## config.mk

```make
export PLATFORM = sky130hd
export DESIGN_NAME = acl_eval
export DESIGN_NICKNAME = d
export VERILOG_FILES = /design/src/sv/acl_pkg.sv /design/src/sv/acl_align_check.sv /design/src/sv/acl_eval.sv
export SDC_FILE = /design/constraint.sdc
export NUM_CORES = 1
export LEC_CHECK = 0
export BUFFER_PORTS_ARGS = -buffer_cell sky130_fd_sc_hd__buf_4
export CAP_MARGIN = 15
export CORE_AREA = 4 4 164 166
export DETAILED_ROUTE_END_ITERATION = 6
export DIE_AREA = 0 0 168 170
export PLACE_DENSITY = 0.67
export SYNTH_ARGS = -nofsm -noshare
export SYNTH_HDL_FRONTEND = slang
export SYNTH_SLANG_ARGS = --single-unit
```

## constraint.sdc

```tcl
create_clock -name vclk -period 8.4
set_input_delay 1.68 -clock vclk [all_inputs]
set_output_delay 1.68 -clock vclk [all_outputs]
set_load 0.05 [all_outputs]
```

## src/sv/acl_pkg.sv

```systemverilog
// shared types and codes for the atom chain layout checker
package acl_pkg;

	// configuration register indexes
	localparam int CFG_INDEX_W = 3;
	typedef enum logic [CFG_INDEX_W-1:0] {
		CFG_BUF_SIZE      = 3'd0,
		CFG_ID_DATA       = 3'd1,
		CFG_ID_END        = 3'd2,
		CFG_ID_FREE       = 3'd3,
		CFG_ID_VECTOR     = 3'd4,
		CFG_ID_REFERENCE  = 3'd5
	} cfg_index_t;

	// verdict codes
	typedef enum logic [1:0] {
		V_PENDING = 2'd0,
		V_VALID   = 2'd1,
		V_INVALID = 2'd2,
		V_IGNORED = 2'd3
	} verdict_t;

	// error codes
	typedef enum logic [3:0] {
		E_NONE          = 4'd0,
		E_BUF_SIZE      = 4'd1,
		E_DATA_ATOM     = 4'd2,
		E_DATA_OVERRUN  = 4'd3,
		E_MISALIGNED    = 4'd4,
		E_OVERRUN       = 4'd5,
		E_EMPTY_ALLOC   = 4'd6,
		E_DOUBLE_FREE   = 4'd7,
		E_BAD_ID        = 4'd8,
		E_BACK_LINK     = 4'd9,
		E_BAD_END       = 4'd10
	} err_t;

	// buffer check phase, one-hot
	typedef enum logic [2:0] {
		PH_IDLE = 3'b001,
		PH_RUN  = 3'b010,
		PH_DONE = 3'b100
	} phase_t;

	// one atom header
	typedef struct packed {
		logic        first_atom;
		logic [31:0] atom_length;
		logic [31:0] atom_id;
		logic [31:0] back_link;
	} item_t;

	// one result
	typedef struct packed {
		verdict_t verdict;
		err_t     error_code;
	} result_t;

	// running state of the chain walk
	typedef struct packed {
		phase_t      phase;
		logic [31:0] remaining_bytes;
		logic [31:0] last_length;
		logic        last_was_free;
	} state_t;

	// configuration registers
	typedef struct packed {
		logic [31:0] buf_size;
		logic [31:0] id_data;
		logic [31:0] id_end;
		logic [31:0] id_free;
		logic [31:0] id_vector;
		logic [31:0] id_reference;
	} cfg_t;

endpackage

```

## src/sv/acl_align_check.sv

```systemverilog
// alignment test of a 32-bit value against a constant byte alignment
module acl_align_check #(
	parameter int ALIGN_BYTES = 16
) (
	input  logic [31:0] value,
	output logic        aligned
);

	// count of trailing zero bits of the alignment
	function automatic int trailing_zeros(input int v);
		int n;
		int w;
		n = 0;
		w = v;
		for (int i = 0; i < 7; i++) begin
			if (w[0] == 1'b0) begin
				n = n + 1;
				w = w >>> 1;
			end
		end
		return n;
	endfunction

	// multiplicative inverse of an odd number modulo 2^32 (newton steps)
	function automatic logic [31:0] inverse32(input logic [31:0] o);
		logic [31:0] y;
		y = o;
		for (int i = 0; i < 5; i++) begin
			y = y * (32'd2 - o * y);
		end
		return y;
	endfunction

	localparam int          SHIFT    = trailing_zeros(ALIGN_BYTES);
	localparam int          ODD      = ALIGN_BYTES >> SHIFT;
	localparam logic [31:0] INV      = inverse32(32'(ODD));
	localparam logic [31:0] LIMIT    = 32'(64'd4294967295 / ODD);
	localparam logic [31:0] LOW_MASK = 32'((64'd1 << SHIFT) - 64'd1);

	logic [31:0] shifted;
	logic [31:0] product;

	// power-of-two part is a mask, odd part is an inverse multiply and bound
	assign shifted = value >> SHIFT;
	assign product = shifted * INV;
	assign aligned = ((value & LOW_MASK) == 32'd0) && (product <= LIMIT);

endmodule

```

## src/sv/acl_eval.sv

```systemverilog
// decision logic for one atom header against the running chain state
module acl_eval #(
	parameter int ALIGN_BYTES  = 16,
	parameter int HEADER_BYTES = 16,
	parameter int MIN_CONTENTS = 32
) (
	input  acl_pkg::item_t   item,
	input  acl_pkg::cfg_t    cfg,
	input  acl_pkg::state_t  cur,
	output acl_pkg::state_t  nxt,
	output acl_pkg::result_t res
);
	import acl_pkg::*;

	localparam logic [31:0] HDR = 32'(HEADER_BYTES);
	localparam logic [31:0] MIN = 32'(MIN_CONTENTS);

	logic        len_aligned;
	logic        bl_aligned;
	logic [32:0] data_span;
	err_t        mid_err;
	logic        mid_is_free;

	// alignment units for the atom length and the buffer length
	acl_align_check #(.ALIGN_BYTES(ALIGN_BYTES)) u_len_align (
		.value   (item.atom_length),
		.aligned (len_aligned)
	);

	acl_align_check #(.ALIGN_BYTES(ALIGN_BYTES)) u_bl_align (
		.value   (cfg.buf_size),
		.aligned (bl_aligned)
	);

	// data atom plus closing header, without wrap
	assign data_span = {1'b0, item.atom_length} + {1'b0, HDR};

	// middle atom checks in priority order
	always_comb begin
		mid_err     = E_NONE;
		mid_is_free = 1'b0;
		if (!len_aligned) begin
			mid_err = E_MISALIGNED;
		end else if (item.atom_length > cur.remaining_bytes || item.atom_length < HDR) begin
			mid_err = E_OVERRUN;
		end else if (item.atom_id == cfg.id_vector || item.atom_id == cfg.id_reference) begin
			if (item.atom_length == HDR) begin
				mid_err = E_EMPTY_ALLOC;
			end else if (item.back_link != cur.last_length) begin
				mid_err = E_BACK_LINK;
			end
		end else if (item.atom_id == cfg.id_free) begin
			mid_is_free = 1'b1;
			if (cur.last_was_free) begin
				mid_err = E_DOUBLE_FREE;
			end else if (item.back_link != cur.last_length) begin
				mid_err = E_BACK_LINK;
			end
		end else begin
			mid_err = E_BAD_ID;
		end
	end

	// verdict and next state
	always_comb begin
		nxt            = cur;
		res.verdict    = V_PENDING;
		res.error_code = E_NONE;
		if (item.first_atom) begin
			if (!bl_aligned || cfg.buf_size < MIN) begin
				nxt.phase      = PH_DONE;
				res.verdict    = V_INVALID;
				res.error_code = E_BUF_SIZE;
			end else if (item.atom_id != cfg.id_data || !len_aligned
					|| item.atom_length < HDR || item.back_link != 32'd0) begin
				nxt.phase      = PH_DONE;
				res.verdict    = V_INVALID;
				res.error_code = E_DATA_ATOM;
			end else if (data_span > {1'b0, cfg.buf_size}) begin
				nxt.phase      = PH_DONE;
				res.verdict    = V_INVALID;
				res.error_code = E_DATA_OVERRUN;
			end else begin
				nxt.phase           = PH_RUN;
				nxt.remaining_bytes = cfg.buf_size - item.atom_length - HDR;
				nxt.last_length     = item.atom_length;
				nxt.last_was_free   = 1'b0;
			end
		end else begin
			unique case (cur.phase)
				PH_RUN: begin
					if (cur.remaining_bytes == 32'd0) begin
						nxt.phase = PH_DONE;
						if (item.atom_id != cfg.id_end || item.atom_length != HDR) begin
							res.verdict    = V_INVALID;
							res.error_code = E_BAD_END;
						end else begin
							res.verdict = V_VALID;
						end
					end else if (mid_err != E_NONE) begin
						nxt.phase      = PH_DONE;
						res.verdict    = V_INVALID;
						res.error_code = mid_err;
					end else begin
						nxt.remaining_bytes = cur.remaining_bytes - item.atom_length;
						nxt.last_length     = item.atom_length;
						nxt.last_was_free   = mid_is_free;
					end
				end
				PH_IDLE, PH_DONE: begin
					res.verdict = V_IGNORED;
				end
				default: begin
					res.verdict = V_IGNORED;
				end
			endcase
		end
	end

endmodule

```

Word-level counts from Yosys, hierarchy flattened
Cells that the tools add are included.
{ "word_totals": {"word_cells": 68, "output_inout_bits": 74, "in_bits": 357, "regBits": 0} }
{ "op_classes": {"n_lt_le_gt_ge": 6, "eq_ne": 9, "n_mux": 33, "reduce_logical": 16, "n_addsub": 4} }
{ "op_table": {"columns": ["op", "n"], "rows": [
  ["$mux 65", 5],
  ["$mux 68", 2],
  ["$eq 32x32->1", 3],
  ["$logic_not 32->1", 3],
  ["$ne 32x32->1", 3],
  ["$le 28x32->1 const B", 2],
  ["$sub 32x32->32", 2],
  ["$mux 4", 9],
  ["$mux 6", 6],
  ["$add 32x5->33 const B", 1],
  ["$gt 33x32->1", 1],
  ["$eq 32x5->1 const B", 1],
  ["$gt 32x32->1", 1],
  ["$lt 32x5->1 const B", 1],
  ["$lt 32x6->1 const B", 1],
  ["$ne 32x5->1 const B", 1],
  ["$reduce_bool 32->1", 1],
  ["$sub 32x5->32 const B", 1],
  ["$mux 3", 5],
  ["$logic_or 1x1->1", 7],
  ["$mux 1", 4],
  ["$mux 2", 2],
  ["$reduce_bool 4->1", 1],
  ["$eq 3x2->1 const B", 1],
  ["other kinds (2)", 4]
]} }

Depth between registers and ports, before layout
Gate-level depths: netlist of the first run.
{ "depth": {"ltp_word": 12, "depth_mapped": 22, "mapped_depth_nobuf": 18} }

By module
A second synthesis of the first run with hierarchy kept.
{ "hier_totals": {"hier_cells": 1261, "hier_area_um2": 8927.3} }
{ "by_module_without_submodules": {"columns": ["mod", "seq_area_each_um2", "n_inst", "area_each_um2", "cells_per_inst"], "rows": [
  ["acl_eval", 0.0, 1, 8902.3, 1259],
  ["acl_align_check", 0.0, 2, 12.5, 1]
]} }

Worst setup path before layout of the first run
OpenSTA, ideal clock, no wires.
{ "synth_path": {"path_kind": "input port to output port", "from": "in item[70] (netlist name)", "to": "out nxt[50] (netlist name)", "cell_stages": 19, "n_path_buf": 3, "arrival_time_ns": 6.263, "required_time_ns": 6.720, "setup_slack_ns": 0.457, "path_cell_list": "clkbuf_2 inv_1 nor3_1 nand3_1 nor4_1 nand3_1 xnor2_1 ha_1 and4_1 and4b_1 nand4_1 or4b_1 o21ai_1 nor2b_1 nor2b_1 buf_4 inv_1 buf_2 o21ai_0"} }
{ "synth_lines": {"columns": ["item", "line", "text"], "rows": [
  ["start: declaration", "acl_eval.sv:7", "input acl_pkg::item_t item,"],
  ["end: declaration", "acl_eval.sv:10", "output acl_pkg::state_t nxt,"]
]} }

==> results of run 1 <==
## power by group
part	leakage, uW	total (uW)	internal, uW	switching, uW
combinational	0.00580	817	364	453
sequential	0	0	0	0
clock	0.00000000634	0.0000160	0.0000160	0
## final timing paths
| path | to | slack (ns) | depth (start not counted) |
|---|---|---|---|
| max | nxt[10] | 0.29 | 20 |
| min | res[4] | 3.71 | 3 |
## area by class of cell
cell class	instances	area, um^2	share of cell area
multi-input cells	1034	7840	0.648
inverters	135	510	0.0422
repair buffers	443	3330	0.275
well taps	335	419	0.0347
diodes	1	2.50	0.000207
## routing by layer
| metal | part of all wire | GRT usage | vias up |
|---|---|---|---|
| li1 | - | - | 5103 |
| met1 | 0.36 | 0.296 | 4969 |
| met2 | 0.53 | 0.553 | 492 |
| met3 | 0.065 | 0.0316 | 89 |
| met4 | 0.046 | 0.112 | 0 |
| met5 | 0 | 0 | - |
## cell families (layout without fill, tap and decap cells)
kind of cell             Yosys count  after routing
adder cells (fa/ha/maj)          131            131
AO/OA/AOI/OAI                    242            242
other                              0              1
XOR/XNOR                         272            272
buffers and inverters            188            578
multiplexers                      30             30
AND/OR/NAND/NOR                  359            359
## placed cells by master (no fill, tap or decap), types with 18 or more instances in the layout
| cell | netlist | layout |
|---|---|---|
| nand3_1 | 24 | 24 |
| nand4_1 | 62 | 62 |
| nor4_1 | 60 | 60 |
| ha_1 | 129 | 129 |
| o21ai_0 | 36 | 36 |
| a21oi_1 | 63 | 63 |
| nand2_1 | 93 | 93 |
| inv_1 | 135 | 134 |
| xor2_1 | 81 | 81 |
| buf_4 | 4 | 443 |
| a22oi_1 | 18 | 18 |
| mux2_1 | 24 | 24 |
| xnor2_1 | 191 | 191 |
| nor2_1 | 52 | 52 |
| a21o_1 | 31 | 31 |
## stage by stage
step,setup slack [ns],instance area [um^2],hold WS (ns)
floorplan,0.457,8590,3.53
finish,0.291,12100,3.71
global placement,0.473,12100,3.70
CTS,0.298,12100,3.71
global route,0.0455,12100,3.74
detailed placement,0.298,12100,3.71
## repair_timing
| item | 4_1_cts | 5_1_grt |
|---|---|---|
| gates resized for setup | 0 | 1 |
| endpoints found under the setup margin | 0 | 3 |
| setup buffers | 0 | 2 |
==> results.cfg, run 1 <==
[logic_synthesis]
yosys.cell_count.top_type = xnor2_1
synth_compound_area_frac = 0.183
synth_top_cells_by_count = xnor2_1 (191), inv_1 (135), ha_1 (129)
netlist_area_um2 = 8590
synth_area_leaders = xnor2_1 (19%), ha_1 (19%), xor2_1 (8.3%)
synth.avg_cell_area_um2 = 7.03
synth_top_area_share = 0.195
synthAdderAreaFrac = 0.192
ys_types = 63
seq_area_frac_synth = 0
synthMuxAreaShare = 0.0392
synth_top_area_cell = xnor2_1
synth_top_family_by_area = XOR/XNOR gates
yosysWarnings = 0
syn_inst = 1222
yosys.area_share.simple = 0.220
syn_nets = 1710
synth_xor_area_frac = 0.277

[worst_setup_path]
cp_top_family = simple AND/OR/NAND/NOR gates
path_cells = buf_4, inv_1, nor4_1, nand2_1, or2_2, nor2_1, nand2_1, xnor2_1, ha_1, and4_1, and4b_1, nand4_1, or4b_1, o21ai_1, nor2b_1, nor2b_2, nor2_8, buf_4, mux2_1, buf_4
cp.required_ns = 6.72
path_buf_inv = 4
crit_start = item[70]
slowest_delay_ns = 0.48
crit_top_cell = buf_4
path_max_fanout = 37
cp.arrival_ns = 6.43
crit_path_start_kind = input pin
slowest_stage = or4b_1
end_kind = output port
crit_type = input pin to output port

[timing]
rsz0062_at_grt = no
worst_pin_slew_ns = 0.946
setup_viol = 0
slew_violations = 0
finalCritPeriodShare = 0.965
fmax_mhz = 123
hold_violations = 0
setup_tns_ns = 0
max-slew-margin-rel = 0.369
period_needed_ns = 8.11

[power_and_ir_drop]
finalPower_uw = 817
ir_drop_v = 0.0000414
power.leakage_uw = 0.00580
power_density_nw_per_um2 = 67.6

[die]
coreArea_um2 = 25600
die_area_um2 = 28600
initial_core_util = 0.336
std_cell_rows = 59
die-width_um = 168
ioPinCount = 431
die_h_um = 170

[cells_and_area]
post_route_cells_drive_above_1_share = 0.284
area_delta_synth_final_pct = 40.7
layout.area.seq_um2 = 0
fill_cells = 2641
nClkBuffers = 0
final_util = 0.472
design.seq.count = 0
nets = 2102
layout.cells.non_filler = 1948

[drt]
detail-route-antenna-nets = 0
drt_iter0_drc = 587
wire_per_inst_um = 22.3
vias = 10700
via_per_inst = 5.47
drt-total-wl_um = 43400
drtPass1Iterations = 5
drcViolationCount = 0

[hold_path]
worstHoldStart = cur[66]
min_path_type = input pin to output port

[global_routing]
grt_pass1_vias = 10600
grt_start_max_net_pins = 38
antenna_found_initial = 0
grt_first_pass_wirelength_um = 61700
grt_overflow_total = 0
grt_use_total = 0.278

[placement]
port-buffer-count = 431
placed_cells = 1945
hpwl_um = 38700
place_congestion = 0.986

[outcome]
status = finished clean

[job]
cap_violations = 0

[clocking]
ctsHoldBuffers = 0
Note: power is estimated with default switching activity, not from simulation.
==> run 2: changes to the inputs <==
- CORE_AREA: 4 4 164 166 -> default
- CORE_ASPECT_RATIO: default -> 0.5
- CORE_MARGIN: default -> 4
- CORE_UTILIZATION: default -> 40
- DIE_AREA: 0 0 168 170 -> default
- PLACE_DENSITY: 0.67 -> 0.8
==> run 2 against run 1 <==
Critical path depth did not move. Core utilization up 10 points. Setup slack worse by 0.035 ns. Global-route usage is 4.7 points higher. Die area down 16%. Via count is 0.19% higher. Largest power group unchanged.
==> results.cfg, run 2 (synthesis gave the netlist of run 1 again) <==
[drt]
detail-route-antenna-nets = 0
drtPass1Iterations = 5
wire_per_inst_um = 22.3
drcViolationCount = 0
drt_iter0_drc = 1048
vias = 10700
via_per_inst = 5.66
drt-total-wl_um = 42100

[placement]
hpwl_um = 37000
port-buffer-count = 431
placed_cells = 1882
place_congestion = 1.01

[timing]
slew_violations = 0
worst_pin_slew_ns = 0.999
fmax_mhz = 123
max-slew-margin-rel = 0.334
setup_tns_ns = 0
finalCritPeriodShare = 0.969
setup_viol = 0
hold_violations = 0
period_needed_ns = 8.14
rsz0062_at_grt = no

[die]
std_cell_rows = 37
ioPinCount = 431
coreArea_um2 = 20800
die_area_um2 = 24000
die_h_um = 112
die-width_um = 215
initial_core_util = 0.413

[worst_setup_path]
path_max_fanout = 37
path_buf_inv = 4
crit_path_start_kind = input pin
crit_type = input pin to output port
slowest_stage = or4b_1
worstSetupPathDepth = 20
end_kind = output port
crit_top_cell = buf_4
slowest_delay_ns = 0.49
cp.arrival_ns = 6.46
cp_top_family = simple AND/OR/NAND/NOR gates
cp.required_ns = 6.72
path_cells = buf_4, inv_1, nor4_1, nand2_1, or2_2, nor2_1, nand2_1, xnor2_1, ha_1, and4_1, and4b_1, nand4_1, or4b_1, o21ai_1, nor2b_1, nor2b_2, nor2_8, buf_4, mux2_1, buf_4
crit_start = item[70]

[power_and_ir_drop]
comb_power_share = 1.000
clock_power_share = 0
ir_drop_v = 0.0000529
power.internal_uw = 365
power.leakage_uw = 0.00580
power_density_nw_per_um2 = 68.3
power_switching_uw = 456
seqPwrFrac = 0
swShare = 0.555

[global_routing]
antenna_found_initial = 1
grt_use_total = 0.325
grt_start_max_net_pins = 38
grt_pass1_vias = 10500
grt_first_pass_wirelength_um = 61800
grt_overflow_total = 0

[cells_and_area]
layout_common_cells = buf_4 (441), xnor2_1 (191), inv_1 (134)
nClkBuffers = 0
layout.cells.non_filler = 1885
post_route_cells_drive_above_1_share = 0.284
layout_commonest_cell = buf_4
layout.area.seq_um2 = 0
design.seq.count = 0
area_delta_synth_final_pct = 39.9
nets = 2101

[hold_path]
worstHoldStart = item[96]
min_path_type = input pin to output port
holdPathStages = 3

[outcome]
status = finished clean

[job]
cap_violations = 0
[run 2: per-layer routing]
| layer | up-vias | global-route usage | part of all wire |
|---|---|---|---|
| met3 | 82 | 0.0507 | 0.090 |
| met2 | 553 | 0.571 | 0.47 |
| met5 | - | 0 | 0 |
| li1 | 5096 | - | - |
| met1 | 4942 | 0.415 | 0.40 |
| met4 | 0 | 0.0909 | 0.034 |
[run 2: area by class of cell]
type	instances	area [um^2]
fillers	2001	8810
multi-input cells	1034	7840
diodes	1	2.50
repair buffers	442	3330
well taps	273	342
inverters	135	510
[run 2: tightest hold or removal path, stage by stage]
cell and delay, ns:
buf_4 0.12, nor2b_1 0.05, buf_4 0.18
[run 2: repair_timing]
action,4_1_cts,5_1_grt
hold buffers,0,0
buffers inserted,0,2
gates resized for setup,0,1
setup endpoints to repair,0,2
[run 2: worst paths after layout]
check,end,slack [ns]
setup / recovery,nxt[10],0.26
hold / removal,nxt[65],3.71
[run 2: stage by stage]
step	worst slack (ns)	total power, uW	util	hold slack (ns)	instance area, um^2
6_report	0.257	821	0.577	3.71	12000
5_1_grt	0.0287	882	0.577	3.73	12000
4_1_cts	0.360	805	0.575	3.71	12000
3_5_place_dp	0.376	800	0.575	3.71	12000
3_3_place_gp	0.488	801	0.575	3.71	12000
2_1_floorplan	0.457	485	-	3.53	8590
[run 2: power by group through the flow]
stage	logic [uW]	clock network, uW	registers (uW)
after floorplan	485	0	0
after detailed placement	800	0	0
after global routing	882	0.0000159	0
after CTS	805	0	0
after global placement	801	0	0
final	821	0.0000159	0
==> run 3: changes to the inputs <==
==> constraint.sdc (replaced) <==
create_clock -name vclk -period 8.4
set_input_delay 0 -clock vclk [all_inputs]
set_output_delay 0 -clock vclk [all_outputs]
set_load 0.05 [all_outputs]
==> run 3 against run 2 <==
Cell area fell by 0.61%. Clock-buffer cell count did not move. Critical path depth did not move. First-iteration DRC count fell by 4.8%. Routed wire length fell by 1.5%. Core utilization fell by 0.35 points. Largest power group unchanged. Via count fell by 1.0%. Sequential share of layout area did not move. Power fell by 1.1%.
==> results.cfg, run 3 (synthesis gave the netlist of run 1 again) <==
[outcome]
status = finished clean

[global_routing]
antenna_found_initial = 0
grt_first_pass_wirelength_um = 61100
grt_pass1_vias = 10500
grt_use_total = 0.321
grt_start_max_net_pins = 64
grt_overflow_total = 0

[die]
die_h_um = 112
ioPinCount = 431
die_area_um2 = 24000
std_cell_rows = 37
die-width_um = 215
initial_core_util = 0.413
coreArea_um2 = 20800

[worst_setup_path]
cp.required_ns = 8.40
path_max_fanout = 63
slowest_delay_ns = 0.85
crit_type = input pin to output port
crit_start = item[70]
cp_top_family = simple AND/OR/NAND/NOR gates
cp.arrival_ns = 5.05
path_buf_inv = 4
crit_top_cell = buf_4
slowest_stage = nor2_8
crit_path_start_kind = input pin
end_kind = output port
path_cells = buf_4, inv_1, nor4_1, nand2_1, or2_2, nor2_1, nand3_1, xnor2_1, ha_1, nand3_1, and4b_1, nand4_1, o22ai_1, o21ai_1, nor2b_1, nor2b_2, buf_4, nor2_8, mux2_2, buf_4

[drt]
drt-total-wl_um = 41500
dr_wl_met2_um = 19700
wl_met3_um = 3200
met1_length_um = 17200
via_per_inst = 5.63
detail-route-antenna-nets = 0
drtPass1Iterations = 5
vias = 10600
wire_per_inst_um = 22.1
drt_iter0_drc = 998
dr.max_layer_used = met4
drcViolationCount = 0

[timing]
whs_ns = 0.347
rsz0062_at_grt = no
period_needed_ns = 5.05
setup_viol = 0
slew_violations = 0
finalCritPeriodShare = 0.601
fmax_mhz = 198
worst_pin_slew_ns = 1.03
hold_violations = 0
setup_ws_ns = 3.35
setup_tns_ns = 0
max-slew-margin-rel = 0.310

[placement]
port-buffer-count = 431
dp_slack_ns = 3.15
place_congestion = 1.05
placement.cell_area_um2 = 11900
hpwl_um = 36200
placed_cells = 1876

[power_and_ir_drop]
power.internal_uw = 363
swShare = 0.553
ir_drop_v = 0.0000469
seqPwrFrac = 0
comb_power_share = 1.000
power.leakage_uw = 0.00576
clock_power_share = 0
power_density_nw_per_um2 = 67.9
power_switching_uw = 449

[cells_and_area]
nClkBuffers = 0
final_area_um2 = 11900
area_delta_synth_final_pct = 39.0
layout_commonest_cell = buf_4
nets = 2094
layout_common_cells = buf_4 (434), xnor2_1 (191), inv_1 (135)
post_route_cells_drive_above_1_share = 0.280
fill_cells = 2032
layout.cells.non_filler = 1877
design.seq.count = 0
diodes = 0
layout.area.seq_um2 = 0

[clocking]
ctsHoldBuffers = 0
cts_setup_buffers = 0
postCtsResizedCells = 0

[job]
cap_violations = 0

[hold_path]
worstHoldStart = item[96]
min_path_type = input pin to output port
==> run 3: worst paths after layout <==
path	to	slack, ns	depth (start not counted)
worst max-delay path	nxt[7]	3.35	20
worst min-delay path	nxt[65]	0.35	3
==> run 3: routing by layer <==
layer  track usage  up-vias
met5             0        -
met4        0.0901        0
met3        0.0295       72
met2         0.567      499
met1         0.419     4907
li1              -     5088
==> run 3: per-stage QoR <==
step	util	total power (uW)
finish	0.574	812
CTS	0.573	798
global route	0.574	875
detailed placement	0.573	794
floorplan	-	485
global placement	0.573	793
==> run 3: power by group through the flow <==
| stage | Clock, uW | Sequential, uW | Combinational (uW) |
|---|---|---|---|
| after floorplan | 0 | 0 | 485 |
| after global placement | 0 | 0 | 793 |
| after detailed placement | 0 | 0 | 794 |
| after CTS | 0 | 0 | 798 |
| after global routing | 0 | 0 | 875 |
| final | 0 | 0 | 812 |
==> run 3: area by class of cell <==
class / instances / area (um^2) / area share
inverter: 135 / 507 / 0.0424
timing repair buffer: 435 / 3260 / 0.273
multi-input combinational: 1034 / 7840 / 0.656
tap: 273 / 342 / 0.0286
